`config.mk`:
```
export PLATFORM = sky130hd
export DESIGN_NAME = line_pixel_generator_unit
export DESIGN_NICKNAME = d
export VERILOG_FILES = /design/src/lpg_pkg.sv /design/src/line_pixel_generator_unit.sv
export SDC_FILE = /design/constraint.sdc
export NUM_CORES = 1
export LEC_CHECK = 0
export BUFFER_PORTS_ARGS = -buffer_cell sky130_fd_sc_hd__buf_2
export CORE_UTILIZATION = 62
export CTS_CLUSTER_DIAMETER = 150
export DETAILED_ROUTE_END_ITERATION = 7
export PLACE_DENSITY_LB_ADDON = 0.08
export SETUP_SLACK_MARGIN = 0.05
export SYNTH_ARGS = -nofsm -noshare
export SYNTH_HDL_FRONTEND = slang
export SYNTH_SLANG_ARGS = --single-unit
```
`constraint.sdc`:
```
create_clock -name clk -period 8.46 [get_ports clk]
set_input_delay 0.423 -clock clk [delete_from_list [all_inputs] [get_ports clk]]
set_output_delay 0.423 -clock clk [all_outputs]
set_load 0.03 [all_outputs]
```
`src/lpg_pkg.sv`:
```
`timescale 1ns / 1ps

package lpg_pkg;

    localparam int COORD_BITS_DEF = 13;
    localparam int ADDR_BITS_DEF  = 24;

    localparam int STRIDE_BITS = 16;
    localparam int BPP_BITS    = 4;
    localparam int DIM_BITS    = 13;
    localparam int COLOR_BITS  = 24;

    localparam int APB_ADDR_BITS = 4;
    localparam int APB_DATA_BITS = 32;

    localparam logic [STRIDE_BITS-1:0] STRIDE_RESET = 16'd7680;
    localparam logic [BPP_BITS-1:0]    BPP_RESET    = 4'd4;
    localparam logic [DIM_BITS-1:0]    WIDTH_RESET  = 13'd1920;
    localparam logic [DIM_BITS-1:0]    HEIGHT_RESET = 13'd1080;

    typedef enum logic [1:0] {
        REG_ROW_STRIDE   = 2'd0,
        REG_BYTES_PER_PX = 2'd1,
        REG_IMAGE_WIDTH  = 2'd2,
        REG_IMAGE_HEIGHT = 2'd3
    } reg_index_t;

    typedef enum logic {
        KIND_START   = 1'b0,
        KIND_ADVANCE = 1'b1
    } kind_t;

endpackage

```
`src/line_pixel_generator_unit.sv`:
```
`timescale 1ns / 1ps

// Channel   Direction  Handshake             Payload
// request   in         in_valid / in_ready   kind, start_x, start_y, end_x, end_y, line_color
// pixel     out        out_valid / out_ready pixel_x, pixel_y, write_enable, byte_address,
//                                            pixel_color, last_pixel
// config    in         APB psel / penable    paddr, pwdata, prdata, pready
//
// One request per cycle while in_ready is high; an accepted request is registered in the line
// state, and its pixel moves from there into the output register once the output is free.
// The step update lands in the line state at accept, the address multiply-add runs from that
// state into the output register. Reset clears the configuration to its defaults and leaves no line in progress.
// A stalled output holds one pixel and one more pending in the line state, then
// in_ready drops. An advance with no line in progress is taken and yields no pixel.

module line_pixel_generator_unit #(
    parameter int COORD_BITS = lpg_pkg::COORD_BITS_DEF,
    parameter int ADDR_BITS  = lpg_pkg::ADDR_BITS_DEF
) (
    input  logic                                clk,
    input  logic                                rst_n,

    input  logic                                psel,
    input  logic                                penable,
    input  logic                                pwrite,
    input  logic [lpg_pkg::APB_ADDR_BITS-1:0]   paddr,
    input  logic [lpg_pkg::APB_DATA_BITS-1:0]   pwdata,
    output logic [lpg_pkg::APB_DATA_BITS-1:0]   prdata,
    output logic                                pready,

    input  logic                                in_valid,
    output logic                                in_ready,
    input  logic                                kind,
    input  logic signed [COORD_BITS-1:0]        start_x,
    input  logic signed [COORD_BITS-1:0]        start_y,
    input  logic signed [COORD_BITS-1:0]        end_x,
    input  logic signed [COORD_BITS-1:0]        end_y,
    input  logic [lpg_pkg::COLOR_BITS-1:0]      line_color,

    output logic                                out_valid,
    input  logic                                out_ready,
    output logic signed [COORD_BITS-1:0]        pixel_x,
    output logic signed [COORD_BITS-1:0]        pixel_y,
    output logic                                write_enable,
    output logic [ADDR_BITS-1:0]                byte_address,
    output logic [lpg_pkg::COLOR_BITS-1:0]      pixel_color,
    output logic                                last_pixel
);
    import lpg_pkg::*;

    localparam int EW  = COORD_BITS + 2;
    localparam int CW  = (COORD_BITS > DIM_BITS ? COORD_BITS : DIM_BITS) + 1;
    localparam int RPW = STRIDE_BITS + COORD_BITS;
    localparam int XPW = COORD_BITS + BPP_BITS;
    localparam int PW  = RPW + 1;
    localparam int SW  = (ADDR_BITS > PW) ? ADDR_BITS : PW;

    // configuration
    logic [STRIDE_BITS-1:0] stride_reg;
    logic [BPP_BITS-1:0]    bpp_reg;
    logic [DIM_BITS-1:0]    width_reg;
    logic [DIM_BITS-1:0]    height_reg;
    logic                   cfg_write;
    reg_index_t             cfg_idx;

    assign pready    = 1'b1;
    assign cfg_write = psel && penable && pwrite;
    assign cfg_idx   = reg_index_t'(paddr[3:2]);

    always_ff @(posedge clk or negedge rst_n)
    begin
        if (!rst_n)
        begin
            stride_reg <= STRIDE_RESET;
            bpp_reg    <= BPP_RESET;
            width_reg  <= WIDTH_RESET;
            height_reg <= HEIGHT_RESET;
        end
        else if (cfg_write)
        begin
            unique case (cfg_idx)
                REG_ROW_STRIDE:   stride_reg <= pwdata[STRIDE_BITS-1:0];
                REG_BYTES_PER_PX: bpp_reg    <= pwdata[BPP_BITS-1:0];
                REG_IMAGE_WIDTH:  width_reg  <= pwdata[DIM_BITS-1:0];
                REG_IMAGE_HEIGHT: height_reg <= pwdata[DIM_BITS-1:0];
            endcase
        end
    end

    always_comb
    begin
        unique case (cfg_idx)
            REG_ROW_STRIDE:   prdata = APB_DATA_BITS'(stride_reg);
            REG_BYTES_PER_PX: prdata = APB_DATA_BITS'(bpp_reg);
            REG_IMAGE_WIDTH:  prdata = APB_DATA_BITS'(width_reg);
            REG_IMAGE_HEIGHT: prdata = APB_DATA_BITS'(height_reg);
        endcase
    end

    // line state
    logic signed [COORD_BITS-1:0] cur_x_reg, cur_y_reg, tgt_x_reg, tgt_y_reg;
    logic signed [COORD_BITS-1:0] cur_x_next, cur_y_next, tgt_x_next, tgt_y_next;
    logic [COORD_BITS-1:0]        dx_reg, dy_reg, dx_next, dy_next;
    logic                         xneg_reg, yneg_reg, xneg_next, yneg_next;
    logic signed [EW-1:0]         err_reg, err_next;
    logic [COLOR_BITS-1:0]        color_reg, color_next;
    logic                         active_reg, active_next;
    logic                         pend_reg, pend_next;

    logic in_fire, is_start, stage_adv, take_state;

    assign is_start   = (kind_t'(kind) == KIND_START);
    assign stage_adv  = pend_reg && (!out_valid || out_ready);
    assign in_ready   = !pend_reg || stage_adv;
    assign in_fire    = in_valid && in_ready;
    assign take_state = in_fire && (is_start || active_reg);

    // start setup
    logic signed [COORD_BITS:0] sx_w, sy_w, ex_w, ey_w;
    logic [COORD_BITS:0]        adx_w, ady_w;
    logic [COORD_BITS-1:0]      s_dx, s_dy;
    logic signed [EW-1:0]       s_err;

    // advance step
    logic signed [EW:0]         e_w, dx_w, dy_w, e_new;
    logic                       step_x, step_y;
    logic signed [COORD_BITS-1:0] a_x, a_y;

    always_comb
    begin
        sx_w  = {start_x[COORD_BITS-1], start_x};
        sy_w  = {start_y[COORD_BITS-1], start_y};
        ex_w  = {end_x[COORD_BITS-1], end_x};
        ey_w  = {end_y[COORD_BITS-1], end_y};
        adx_w = (ex_w > sx_w) ? (ex_w - sx_w) : (sx_w - ex_w);
        ady_w = (ey_w > sy_w) ? (ey_w - sy_w) : (sy_w - ey_w);
        s_dx  = adx_w[COORD_BITS-1:0];
        s_dy  = ady_w[COORD_BITS-1:0];
        if (s_dx > s_dy)
            s_err = $signed({2'b00, s_dx >> 1});
        else
            s_err = -$signed({2'b00, s_dy >> 1});

        e_w    = {err_reg[EW-1], err_reg};
        dx_w   = $signed({3'b000, dx_reg});
        dy_w   = $signed({3'b000, dy_reg});
        step_x = (e_w > -dx_w);
        step_y = (e_w < dy_w);
        e_new  = e_w - (step_x ? dy_w : '0) + (step_y ? dx_w : '0);
        a_x    = step_x ? (xneg_reg ? cur_x_reg - COORD_BITS'(1) : cur_x_reg + COORD_BITS'(1))
                        : cur_x_reg;
        a_y    = step_y ? (yneg_reg ? cur_y_reg - COORD_BITS'(1) : cur_y_reg + COORD_BITS'(1))
                        : cur_y_reg;

        cur_x_next  = cur_x_reg;
        cur_y_next  = cur_y_reg;
        tgt_x_next  = tgt_x_reg;
        tgt_y_next  = tgt_y_reg;
        dx_next     = dx_reg;
        dy_next     = dy_reg;
        xneg_next   = xneg_reg;
        yneg_next   = yneg_reg;
        err_next    = err_reg;
        color_next  = color_reg;
        active_next = active_reg;

        if (take_state)
        begin
            if (is_start)
            begin
                cur_x_next  = start_x;
                cur_y_next  = start_y;
                tgt_x_next  = end_x;
                tgt_y_next  = end_y;
                dx_next     = s_dx;
                dy_next     = s_dy;
                xneg_next   = !(start_x < end_x);
                yneg_next   = !(start_y < end_y);
                err_next    = s_err;
                color_next  = line_color;
                active_next = !((start_x == end_x) && (start_y == end_y));
            end
            else
            begin
                cur_x_next  = a_x;
                cur_y_next  = a_y;
                err_next    = e_new[EW-1:0];
                active_next = !((a_x == tgt_x_reg) && (a_y == tgt_y_reg));
            end
        end

        if (in_fire)
            pend_next = take_state;
        else if (stage_adv)
            pend_next = 1'b0;
        else
            pend_next = pend_reg;
    end

    always_ff @(posedge clk or negedge rst_n)
    begin
        if (!rst_n)
        begin
            cur_x_reg  <= '0;
            cur_y_reg  <= '0;
            tgt_x_reg  <= '0;
            tgt_y_reg  <= '0;
            dx_reg     <= '0;
            dy_reg     <= '0;
            xneg_reg   <= 1'b0;
            yneg_reg   <= 1'b0;
            err_reg    <= '0;
            color_reg  <= '0;
            active_reg <= 1'b0;
            pend_reg   <= 1'b0;
        end
        else
        begin
            cur_x_reg  <= cur_x_next;
            cur_y_reg  <= cur_y_next;
            tgt_x_reg  <= tgt_x_next;
            tgt_y_reg  <= tgt_y_next;
            dx_reg     <= dx_next;
            dy_reg     <= dy_next;
            xneg_reg   <= xneg_next;
            yneg_reg   <= yneg_next;
            err_reg    <= err_next;
            color_reg  <= color_next;
            active_reg <= active_next;
            pend_reg   <= pend_next;
        end
    end

    // pixel address and clipping
    logic                 in_bounds;
    logic [RPW-1:0]       row_prod;
    logic [XPW-1:0]       col_prod;
    logic [SW-1:0]        addr_sum;
    logic [ADDR_BITS-1:0] addr_px;

    always_comb
    begin
        in_bounds = !cur_x_reg[COORD_BITS-1] && !cur_y_reg[COORD_BITS-1]
                 && (CW'($unsigned(cur_x_reg)) < CW'(width_reg))
                 && (CW'($unsigned(cur_y_reg)) < CW'(height_reg));
        row_prod = RPW'(stride_reg) * RPW'($unsigned(cur_y_reg));
        col_prod = XPW'($unsigned(cur_x_reg)) * XPW'(bpp_reg);
        addr_sum = SW'(row_prod) + SW'(col_prod);
        addr_px  = in_bounds ? addr_sum[ADDR_BITS-1:0] : '0;
    end

    // output register
    logic out_valid_reg, out_valid_next;
    logic signed [COORD_BITS-1:0] px_reg, py_reg;
    logic                         we_reg, last_reg;
    logic [ADDR_BITS-1:0]         addr_reg;
    logic [COLOR_BITS-1:0]        pcol_reg;

    always_comb
    begin
        if (stage_adv)
            out_valid_next = 1'b1;
        else if (out_ready)
            out_valid_next = 1'b0;
        else
            out_valid_next = out_valid_reg;
    end

    always_ff @(posedge clk or negedge rst_n)
    begin
        if (!rst_n)
            out_valid_reg <= 1'b0;
        else
            out_valid_reg <= out_valid_next;
    end

    always_ff @(posedge clk)
    begin
        if (stage_adv)
        begin
            px_reg   <= cur_x_reg;
            py_reg   <= cur_y_reg;
            we_reg   <= in_bounds;
            addr_reg <= addr_px;
            pcol_reg <= color_reg;
            last_reg <= !active_reg;
        end
    end

    assign out_valid    = out_valid_reg;
    assign pixel_x      = px_reg;
    assign pixel_y      = py_reg;
    assign write_enable = we_reg;
    assign byte_address = addr_reg;
    assign pixel_color  = pcol_reg;
    assign last_pixel   = last_reg;

    a_idle_advance_drops: assert property (@(posedge clk) disable iff (!rst_n)
        in_fire && !is_start && !active_reg |=> !pend_reg)
        else $error("advance with no line produced a pixel");

    a_start_pends: assert property (@(posedge clk) disable iff (!rst_n)
        in_fire && is_start |=> pend_reg)
        else $error("start request produced no pixel");

    a_pend_holds: assert property (@(posedge clk) disable iff (!rst_n)
        pend_reg && !stage_adv |=> pend_reg && $stable(cur_x_reg) && $stable(cur_y_reg))
        else $error("pending pixel lost under stall");

    a_clip_addr: assert property (@(posedge clk) disable iff (!rst_n)
        out_valid && !write_enable |-> byte_address == '0)
        else $error("clipped pixel carries an address");

    a_inside_nonneg: assert property (@(posedge clk) disable iff (!rst_n)
        out_valid && write_enable |-> !pixel_x[COORD_BITS-1] && !pixel_y[COORD_BITS-1])
        else $error("negative coordinate marked inside");

endmodule
```
Word level (Yosys, flattened, before mapping) --
Index checks and enable logic that the tools add are counted.
Word-level totals: register bits 244, bits of input ports 120, output and inout port bits 111, word-level logic and storage cells 103
Cells by class: add/subtract/negate cells 13, multipliers 2, $lt $le $gt $ge 9, eq/ne operators 7, muxes and demuxes 18, bitwise gates (word level) 1, reduce and logical (&&, ||, !) cells 30
Operators with widths (number):
- 13-bit two-way mux | 10
- 32-bit case mux with 4 select lines | 1
- 13-bit == test | 4
- 13-bit < comparator | 4
- 13-bit subtractor | 4
- 13-bit greater-than comparator | 3
- 15-bit two-way mux | 2
- 13-bit by 2-bit adder with 13-bit output (second input constant) | 2
- 13-bit by 2-bit subtractor with 13-bit output (second input constant) | 2
- 24-bit by 17-bit adder with 24-bit output | 1
- 16-bit by 13-bit multiplier with 24-bit output | 1
- 13-bit by 4-bit multiplier with 17-bit output | 1
- 15-bit by 16-bit greater-than comparator with 1-bit output | 1
- 13-bit negation with 16-bit output | 1
- 15-bit by 13-bit adder with 15-bit output | 1
- 15-bit by 14-bit < comparator with 1-bit output | 1
- 12-bit negation with 15-bit output | 1
- 15-bit by 14-bit subtractor with 15-bit output | 1
- 1-bit logical AND | 10
- 2-bit AND reduction | 5
- 1-bit zero test | 9
- 1-bit two-way mux | 5
- 2-bit == test (second input constant) | 2
- 2-bit nonzero test | 2
- 4 further kinds | 6

Longest topological paths before layout --
Gate-level depths: netlist of run 1.
depth after elaboration 7, gate-level depth with buffers 29, mapped depth without buffers 29

Least setup slack after synthesis of run 1 --
OpenSTA, ideal clock, no wires.
path type flip-flop to flip-flop, from register dx_reg[3], to register err_reg[14], setup time 0.147 ns, data arrival time 6.152 ns, required time 8.313 ns, path slack 2.162 ns, stages on the path, launching flop included 29, path buffers 2, clock period less this slack 6.298 ns, path through dfrtp_1 -> or3_1 -> nor4_1 -> nor2b_1 -> nand2_1 -> nor3_1 -> xor2_1 -> ha_1 -> and3_1 -> a221o_1 -> a21oi_1 -> o211ai_1 -> mux2_2 -> nand2_1 -> clkbuf_1 -> buf_1 -> nor2_1 -> fa_1 -> inv_1 -> ha_1 -> o21a_1 -> o21ai_0 -> a21o_1 -> a21boi_0 -> o31a_1 -> o41ai_1 -> o21ai_0 -> xor2_1 -> o221ai_1
On the way: cells in the longest elaborated chain, start to end 6, elaborated cells on any way between the ends 7, those cells by class 3 x add/sub; 1 x order compare; 3 x mux
Ends and longest elaborated chain:
- from (decl) | RTL line line_pixel_generator_unit.sv:103 | logic [COORD_BITS-1:0] dx_reg, dy_reg, dx_next, dy_next;
- from (signal assigned) | RTL line line_pixel_generator_unit.sv:223 | dx_reg <= dx_next;
- 13-bit negation with 16-bit output | RTL line line_pixel_generator_unit.sv:147 | step_x = (e_w > -dx_w);
- 15-bit by 16-bit greater-than comparator with 1-bit output | RTL line line_pixel_generator_unit.sv:147
- 13-bit two-way mux | RTL line line_pixel_generator_unit.sv:149 | e_new = e_w - (step_x ? dy_w : '0) + (step_y ? dx_w : '0);
- 15-bit by 14-bit subtractor with 15-bit output | RTL line line_pixel_generator_unit.sv:149
- 15-bit by 13-bit adder with 15-bit output (*) | RTL line line_pixel_generator_unit.sv:149
- 15-bit two-way mux (*) | RTL line line_pixel_generator_unit.sv:169 | if (is_start)
- to (signal assigned) | RTL line line_pixel_generator_unit.sv:227 | err_reg <= err_next;
- to (decl) | RTL line line_pixel_generator_unit.sv:105 | logic signed [EW-1:0] err_reg, err_next;
Mark *: on every way between the ends. The rest lies on a longest branch, timed or not. A chain may end at the register's enable or synchronous reset.

Worst setup path in the final report of run 1 --
from register cur_y_reg[2], to register addr_reg[23] (netlist: byte_address[23]), data pin
On the way: cells in the longest elaborated chain, start to end 2, elaborated cells on any way between the ends 4, those cells by class 1 x add/sub; 1 x mul; 1 x order compare; 1 x reduce/logical
Ends and longest elaborated chain:
- from (decl) | RTL line line_pixel_generator_unit.sv:101 | logic signed [COORD_BITS-1:0] cur_x_reg, cur_y_reg, tgt_x_reg, tgt_y_reg;
- from (signal assigned) | RTL line line_pixel_generator_unit.sv:220 | cur_y_reg <= cur_y_next;
- 16-bit by 13-bit multiplier with 24-bit output / 13-bit < comparator (equally long branches) | RTL line line_pixel_generator_unit.sv:246, line_pixel_generator_unit.sv:245
- 24-bit by 17-bit adder with 24-bit output / 1-bit logical AND (equally long branches) | RTL line line_pixel_generator_unit.sv:248, line_pixel_generator_unit.sv:245
- to (signal assigned) | RTL line line_pixel_generator_unit.sv:284 | addr_reg <= addr_px;
- to (decl) | RTL line line_pixel_generator_unit.sv:256 | logic [ADDR_BITS-1:0] addr_reg;
Parallel ways exist; a longest one is shown, timed or not.

==> metrics.csv, run 1 <==
stage,metric,value,unit
clock_tree,cts_tree,yes,
layout,drive_above_1_share,11.35,%
sta,fin_worst_skew,0.01958,ns
global_routing,grtUsageTotal,34.38,%
setup_path,cpMostUsedCell,fa_1,
setup_path,startpoint,cur_y_reg[2],
clock_tree,cts_resized,0,
routing,avgRoutedWirePerCell,20.38,µm
clock_tree,cts_made_buffers,29,
synthesis,netlist_area,24750,µm²
routing,dr.pass1.iters,5,
synthesis,synth_seq_area_share,26.28,%
synthesis,synth_adder_area_share,29.33,%
global_routing,grt_overflow,0,
status,violations,negative hold slack,
routing,drt-total-wl,69.50,mm
floorplan,fp.coreArea,39010,µm²
setup_path,cpPeakStageDelay,0.97,ns
floorplan,num_io_pins,231,
floorplan,die_h,201.8,µm
layout,fin_cells,3410,
synthesis,ys_seq_elements,244,
sta,tightest_slew,1.154,ns
setup_path,cp_cell_sequence,nand2_1 -> fa_1 -> fa_1 -> inv_1 -> fa_1 -> fa_1 -> fa_1 -> inv_1 -> fa_1 -> inv_1 -> ha_1 -> a21o_1 -> a21oi_1 -> o21ai_0 -> o2111ai_1 -> nand3b_1 -> o41ai_1 -> o21ai_0 -> xnor2_1 -> nor2_1,
synthesis,synth_cell_types,86,
layout,fin_nets,3440,
sta,slew_headroom,22.87,%
layout,syn2layout_area_growth,9.030,%
floorplan,fp.dieW,201.8,µm
setup_path,cp.arrival,7.18,ns
global_routing,grt_pass1_wl,109.9,mm
sta,final-setup-viol-count,0,
clock_tree,insertion_delay,0.59,ns
sta,drv_slew,0,
sta,fin_crit_sh,81.40,%
setup_path,crit_path_end_kind,flop,
placement,dp.final_hpwl,52.80,mm
floorplan,dieArea,40720,µm²
global_routing,grt_start_max_net_pins,103,
flow_run,drv_cap,0,
clock_tree,clkTransAtPathRegs,0.06,ns
setup_path,crit_path_start_kind,flop,
synthesis,synth_top_family_by_area,adder cells,
floorplan,num_rows,72,
synthesis,ys_warn_count,0,
setup_path,path_delay_family,adder cells,
status,outcome,"finished, violations left",
routing,via_count,20450,
placement,place_inst,3354,
clock_tree,root_buffer,clkbuf_16,
setup_path,worstSetupPathType,reg2reg,
synthesis,synth_edf_count,76,
setup_path,cp_slowest_cell,dfrtp_1,
routing,drc,0,
clock_tree,clk_path_buf_depth,3,
synthesis,syn_inst,2743,
synthesis,synth_compound_area_share,13.13,%
routing,drt_iter0_drc,1264,
synthesis,yosys.area_share.simple,15.85,%
sta,setup_tns,0,ns
setup_path,timing.critical_path.buf_inv,3,
clock_tree,htree_num_levels,1,
setup_path,cp.required,8.75,ns
sta,rsz0062_at_grt,false,
synthesis,async_reset_ff_share,68.85,%
routing,ant_nets,0,
sta,max_freq,145.2,MHz
placement,place_congestion,1.016,
setup_path,path_max_fanout,23,
setup_path,rr_startpoint,cur_y_reg[2],
clock_tree,cts_setup_buffers,0,
synthesis,synthMuxAreaShare,2.735,%
placement,port-buffer-count,195,
clock_tree,numClockSinks,244,
synthesis,avgSynthCellArea,9.022,µm²
global_routing,antenna_found_initial,2,
synthesis,synthFlopType,dfrtp_1,
worst_hold_path,hold_class,in2async,
synthesis,synth_xor_area_share,4.429,%
clock_tree,ctsHoldBuffers,0,
sta,hold_viol,15,
global_routing,grt_pass1_vias,20820,
floorplan,start_util,63.44,%
sta,period_minus_slack,6.887,ns
routing,via_per_inst,5.996,
sta,whs,-0.01094,ns
[layout by cell type (no fill, tap or decap), types with 17 or more instances in the layout]
cell type,synthesis,layout
buf_4,21,20
o21ai_0,139,139
mux2_2,29,29
o211ai_1,17,17
xnor2_1,64,63
buf_2,7,194
dfrtp_1,155,155
clkbuf_16,0,29
conb_1,2,17
xor2_1,58,58
a211oi_1,21,21
and2_1,149,148
nand3_1,35,34
o22ai_1,24,24
edfxtp_1,76,76
nor3_1,36,36
fa_1,212,212
ha_1,241,241
a21o_1,51,51
a21oi_1,116,116
mux2i_1,26,26
nand2_1,375,375
nor2_1,138,137
inv_1,381,381
[cell type report]
class | instances | area [µm²]
multi-input combinational | 1995 | 16310
clock buffer | 37 | 775.7
timing repair buffer | 215 | 1132
tap | 518 | 648.1
sequential | 244 | 6502
antenna | 2 | 5.005
clock inverter | 17 | 177.7
inverter | 382 | 1434
fill | 3110 | 12030
[synth_stat cells (29+ instances only)]
library cell | instances | area share, %
mux2_2 | 29 | 1.3
fa_1 | 212 | 17
edfxtp_1 | 76 | 9.2
xor2_1 | 58 | 2.1
clkbuf_1 | 97 | 1.5
a21o_1 | 51 | 1.5
dfrtp_1 | 155 | 16
inv_1 | 381 | 5.8
nor2_1 | 138 | 2.1
xnor2_1 | 64 | 2.3
a21oi_1 | 116 | 2.3
nand2_1 | 375 | 5.7
o21ai_0 | 139 | 2.8
nand3_1 | 35 | 0.71
ha_1 | 241 | 12
nor3_1 | 36 | 0.73
and2_1 | 149 | 3.8
[path summary, 6_finish.rpt]
check,end,slack (ns),cells past startpoint
hold reg to reg,pixel_color[19],0.45,0
setup / recovery,byte_address[23],1.57,20
max in group asynchronous,color_reg[17],6.91,2
setup reg to reg,byte_address[23],1.57,20
min in group clk,color_reg[2],0.03,3
hold / removal,height_reg[6],-0.01,1
[metrics by stage]
step | hold slack [ns] | worst slack, ns | utilization, % | cell area, µm²
finish | -0.01094 | 1.573 | 69.17 | 26980
global route | 0.03645 | 0.9613 | 69.17 | 26980
CTS | 0.01327 | 1.583 | 69.16 | 26980
detailed placement | 0.4316 | 1.671 | 66.71 | 26020
global placement | 0.4276 | 1.780 | 66.71 | 26020
floorplan | 0.1274 | 2.162 | - | 24800
[kinds of logic (layout without fill, tap and decap cells)]
family / Yosys count / count (layout)
and+or+nand+nor: 838 / 838
buffers and inverters: 519 / 651
AOI/OAI and AO/OA: 505 / 505
adders and majority gates: 453 / 453
DFF: 244 / 244
xor gates and xnor gates: 123 / 123
muxes: 59 / 59
other: 2 / 19
[layer usage]
metal	GRT usage [%]	vias to the layer above	part of all wire, %
li1	-	9335	-
met3	4.160	187	6.9
met5	0	-	0
met1	44.68	10070	40
met4	14.56	0	4.4
met2	58.20	853	48
[worst reg2reg max path, cell delays in order (launching register included)]
cell and delay, ns:
dfrtp_1 0.97, nand2_1 0.20, fa_1 0.54, fa_1 0.56
inv_1 0.05, fa_1 0.48, fa_1 0.51, fa_1 0.49
inv_1 0.05, fa_1 0.48, inv_1 0.04, ha_1 0.33
a21o_1 0.17, a21oi_1 0.30, o21ai_0 0.17, o2111ai_1 0.20
nand3b_1 0.15, o41ai_1 0.47, o21ai_0 0.22, xnor2_1 0.16
nor2_1 0.05
Power of run 1 is left out: the tool's default activity adds up to more than one toggle a clock period on the data nets, which glitch-free logic cannot reach.
==> run 2: changes to the inputs <==
--- a/config.mk
+++ b/config.mk
@@ -5,8 +5,9 @@
 export SDC_FILE = /design/constraint.sdc
 export NUM_CORES = 1
 export LEC_CHECK = 0
+export ABC_AREA = 1
 export BUFFER_PORTS_ARGS = -buffer_cell sky130_fd_sc_hd__buf_2
-export CORE_UTILIZATION = 62
+export CORE_UTILIZATION = 56
 export CTS_CLUSTER_DIAMETER = 150
 export DETAILED_ROUTE_END_ITERATION = 7
 export PLACE_DENSITY_LB_ADDON = 0.08
==> constraint.sdc (replaced) <==
create_clock -name clk -period 5.6 [get_ports clk]
set_input_delay 0.28 -clock clk [delete_from_list [all_inputs] [get_ports clk]]
set_output_delay 0.28 -clock clk [all_outputs]
set_load 0.03 [all_outputs]
==> run 2 against run 1 <==
The flow finishes with violations (negative setup slack). Die area up 16%. Register-to-register slack worse by 1.6 ns. Non-clock buffer count up 247. Global-route usage down 0.67 points. Highest routed layer is now met5. Synthesized area up 4.8%. Core utilization down 0.73 points. Flip-flop and latch count unchanged. Largest cell class unchanged. Fmax up 22%.
==> metrics.csv, run 2 <==
stage,metric,value,unit,change
layout,syn2layout_area_growth,20.06,%,
synthesis,async_reset_ff_share,68.85,%,unchanged
global_routing,grt_use_met2,56.72,%,-1.5 points
global_routing,grt-busiest-layer,met2,,
setup_path,rr_startpoint,bpp_reg[2],,
layout,seq_area,6521,µm²,+0.29%
setup_path,crit_path_start_kind,flop,,
global_routing,grt_util_met1,44.34,%,-0.33 points
sta,final-setup-viol-count,2,,+2
layout,multiInputGateArea,16870,µm²,+3.5%
worst_hold_path,hold_end,stride_reg[12],,
placement,dp.final_hpwl,61.66,mm,+17%
routing,dr.pass1.iters,6,,+1
routing,via_count,23970,,+17%
worst_hold_path,whs_path_depth,3,,
flow_run,drv_cap,0,,unchanged
global_routing,grt_use_met3,4.221,%,+0.061 points
layout,fillCellCount,3783,,+22%
routing,drt-total-wl,79.88,mm,+15%
synthesis,synth_cell_types,61,,-29%
setup_path,r2r_setup_slack,-0.04,ns,-1.61 ns
sta,period_minus_slack,5.637,ns,-1.250 ns
setup_path,path_max_fanout,4,,-83%
sta,tightest_slew,1.097,ns,-0.05702 ns
clock_tree,htree_num_levels,1,,unchanged
synthesis,synth_compound_area_share,9.730,%,-3.4 points
synthesis,synth_adder_area_share,28.00,%,-1.3 points
sta,fin_crit_sh,100.7,%,+19 points
sta,rsz0062_at_grt,true,,
floorplan,dieArea,47160,µm²,+16%
clock_tree,clkTransAtPathRegs,0.07,ns,about the same
routing,ant_nets,0,,unchanged
layout,fin_nets,4405,,+28%
sta,fin_worst_skew,0.01877,ns,-0.0008126 ns
placement,place_inst,4311,,+29%
synthesis,ys_warn_count,0,,unchanged
sta,slew_headroom,26.59,%,+3.7 points
synthesis,yosys.area_share.simple,21.22,%,+5.4 points
global_routing,grt_pass1_vias,24260,,+17%
global_routing,grt_overflow,0,,unchanged
synthesis,synth_seq_area_share,25.08,%,-1.2 points
synthesis,synthMuxAreaShare,0,%,-2.7 points
synthesis,yosys-top-cells-count,"nand2_1, inv_1, ha_1, fa_1, o21ai_0",,
floorplan,fp.coreArea,45480,µm²,+17%
worst_hold_path,hp-start,pwdata[12],,
sta,drv_slew,0,,unchanged
floorplan,die_h,217.2,µm,+7.6%
placement,place_congestion,0.9827,,-3.2%
setup_path,cp.required,5.92,ns,-2.83 ns
worst_hold_path,hold_class,in2reg,,
status,violations,negative setup slack,,
layout,fin_cells,4455,,+31%
layout,final_cell_mix,"nand2_1, inv_1, ha_1, fa_1",,
synthesis,syn_inst,3450,,+26%
synthesis,synth_xor_area_share,3.041,%,-1.4 points
layout,layout_commonest_cell,nand2_1,,
floorplan,num_io_pins,231,,unchanged
global_routing,grt_start_max_net_pins,87,,-16%
synthesis,netlist_area,25920,µm²,+4.8%
status,outcome,"finished, violations left",,
floorplan,num_rows,78,,+8.3%
sta,hold_viol,0,,-15
setup_path,reg2reg_to,byte_address[21],,
routing,via_per_inst,5.380,,-10%
synthesis,synth_top_area_cell,fa_1,,
global_routing,grt_pass1_wl,125.6,mm,+14%
synthesis,synth_edf_count,76,,unchanged
setup_path,worstSetupPathType,reg2reg,,
synthesis,synth_top_area_share,16.37,%,-0.78 points
clock_tree,cts_tree,yes,,
clock_tree,clk_path_buf_depth,3,,unchanged
setup_path,cp.arrival,5.96,ns,-1.22 ns
synthesis,synth_top_family_by_area,adder cells,,
floorplan,start_util,57.00,%,-6.4 points
setup_path,reg2regPathDepth,24,,+20%
synthesis,avgSynthCellArea,7.514,µm²,-17%
layout,drive_above_1_share,17.28,%,+5.9 points
routing,drc,0,,unchanged
sta,finalWorstSetupSlack,-0.03709,ns,-1.610 ns
clock_tree,numClockSinks,244,,unchanged
setup_path,crit_path_end_kind,flop,,
synthesis,ys_seq_elements,244,,unchanged
global_routing,antenna_found_initial,4,,+2
synthesis,synthFlopType,dfrtp_1,,
clock_tree,insertion_delay,0.58,ns,about the same
clock_tree,root_buffer,clkbuf_16,,
sta,setup_tns,-0.06649,ns,-0.06649 ns
synthesis,synth_most_common_cell,nand2_1,,
routing,drt_iter0_drc,2282,,+81%
sta,max_freq,177.4,MHz,+22%
placement,dp_slack,-0.2481,ns,-1.920 ns
placement,port-buffer-count,195,,unchanged
synthesis,ys_top_cells_by_area,"fa_1, dfrtp_1, nand2_1",,
routing,avgRoutedWirePerCell,17.93,µm,-12%
global_routing,grtUsageTotal,33.71,%,-0.67 points
clock_tree,cts_made_buffers,29,,unchanged
floorplan,fp.dieW,217.2,µm,+7.6%
==> run 2: cell types whose count changed in the layout (fill, tap and decap cells not counted), sizes merged, moves of 39 or more <==
cell and delta:
a21oi +42, dlygate4sd3 +53, a21o -43, nand2 +618, nand3 +97, and2 -148
inv +354, buf +194, xnor2 -39, o21ai +61
==> run 2: cell type report <==
type                    instances  share of cell area, %
clock inverters                21                 0.7155
repair buffers                462                  10.43
diodes                          1               0.008040
flip-flops and latches        244                  20.95
inverters                     738                  8.904
well taps                     600                  2.412
multi-input cells            2357                  54.21
clock buffers                  32                  2.368
==> run 2: worst max-delay path: stages (launching register included) <==
cell and delay (ns):
dfstp_2 0.58, buf_12 0.12, nand2_2 0.04, inv_2 0.07, fa_1 0.44, fa_1 0.47, ha_1 0.32, inv_2 0.04
fa_1 0.49, fa_1 0.44, fa_1 0.53, inv_2 0.06, ha_4 0.32, a21oi_4 0.08, o21ai_4 0.17, nor2_4 0.06
o21ai_4 0.17, a21boi_2 0.09, o21ai_2 0.23, a21oi_2 0.12, o21ai_2 0.23, a21boi_2 0.09, nand2b_1 0.14, inv_1 0.05
nor2_1 0.04
==> run 2: per-layer routing <==
metal	wire length, µm	part of all wire (%)	vias to the layer above
met2	38060	48	936
met4	3322	4.2	6
met1	33100	41	11470
met3	5348	6.7	185
li1	-	-	11370
met5	45	0.056	-
==> run 2: stage by stage <==
stage | hold WS, ns | utilization, % | area (µm²)
after floorplan | -0.01559 | - | 26020
after global placement | 0.3450 | 62.73 | 28530
after detailed placement | 0.3509 | 62.73 | 28530
after CTS | 0.004709 | 66.40 | 30200
after global routing | 0.03578 | 68.44 | 31120
final | 0.02172 | 68.44 | 31130
==> run 2: kinds of logic (layout without fill, tap and decap cells) <==
logic type	Yosys count	in the layout
AO/OA/AOI/OAI	447	447
XOR/XNOR	90	90
adder cells (fa/ha/maj)	453	453
buffers and inverters	864	1253
flip-flops	244	244
other	2	18
AND/OR/NAND/NOR	1350	1350
==> run 2: worst max path at each step <==
stage	startpoint	endpoint	slack [ns]
3_5_place_dp	cur_y_reg[6]	byte_address[20]	-0.25
3_3_place_gp	cur_y_reg[6]	byte_address[21]	-0.15
6_report	bpp_reg[2]	byte_address[21]	-0.04
5_1_grt	bpp_reg[2]	byte_address[23]	-0.19
2_1_floorplan	cur_y_reg[8]	byte_address[21]	0.04
4_1_cts	cur_y_reg[6]	byte_address[22]	0.06
==> run 2: timing repair <==
action | CTS | global route
setup buffers | 7 | 31
pin swaps | 11 | 57
endpoints found under the setup margin | 12 | 19
resized for setup | 38 | 169
hold buffers | 53 | 0
hold endpoints to repair | 125 | 0
Power of run 2 is left out for the same reason.
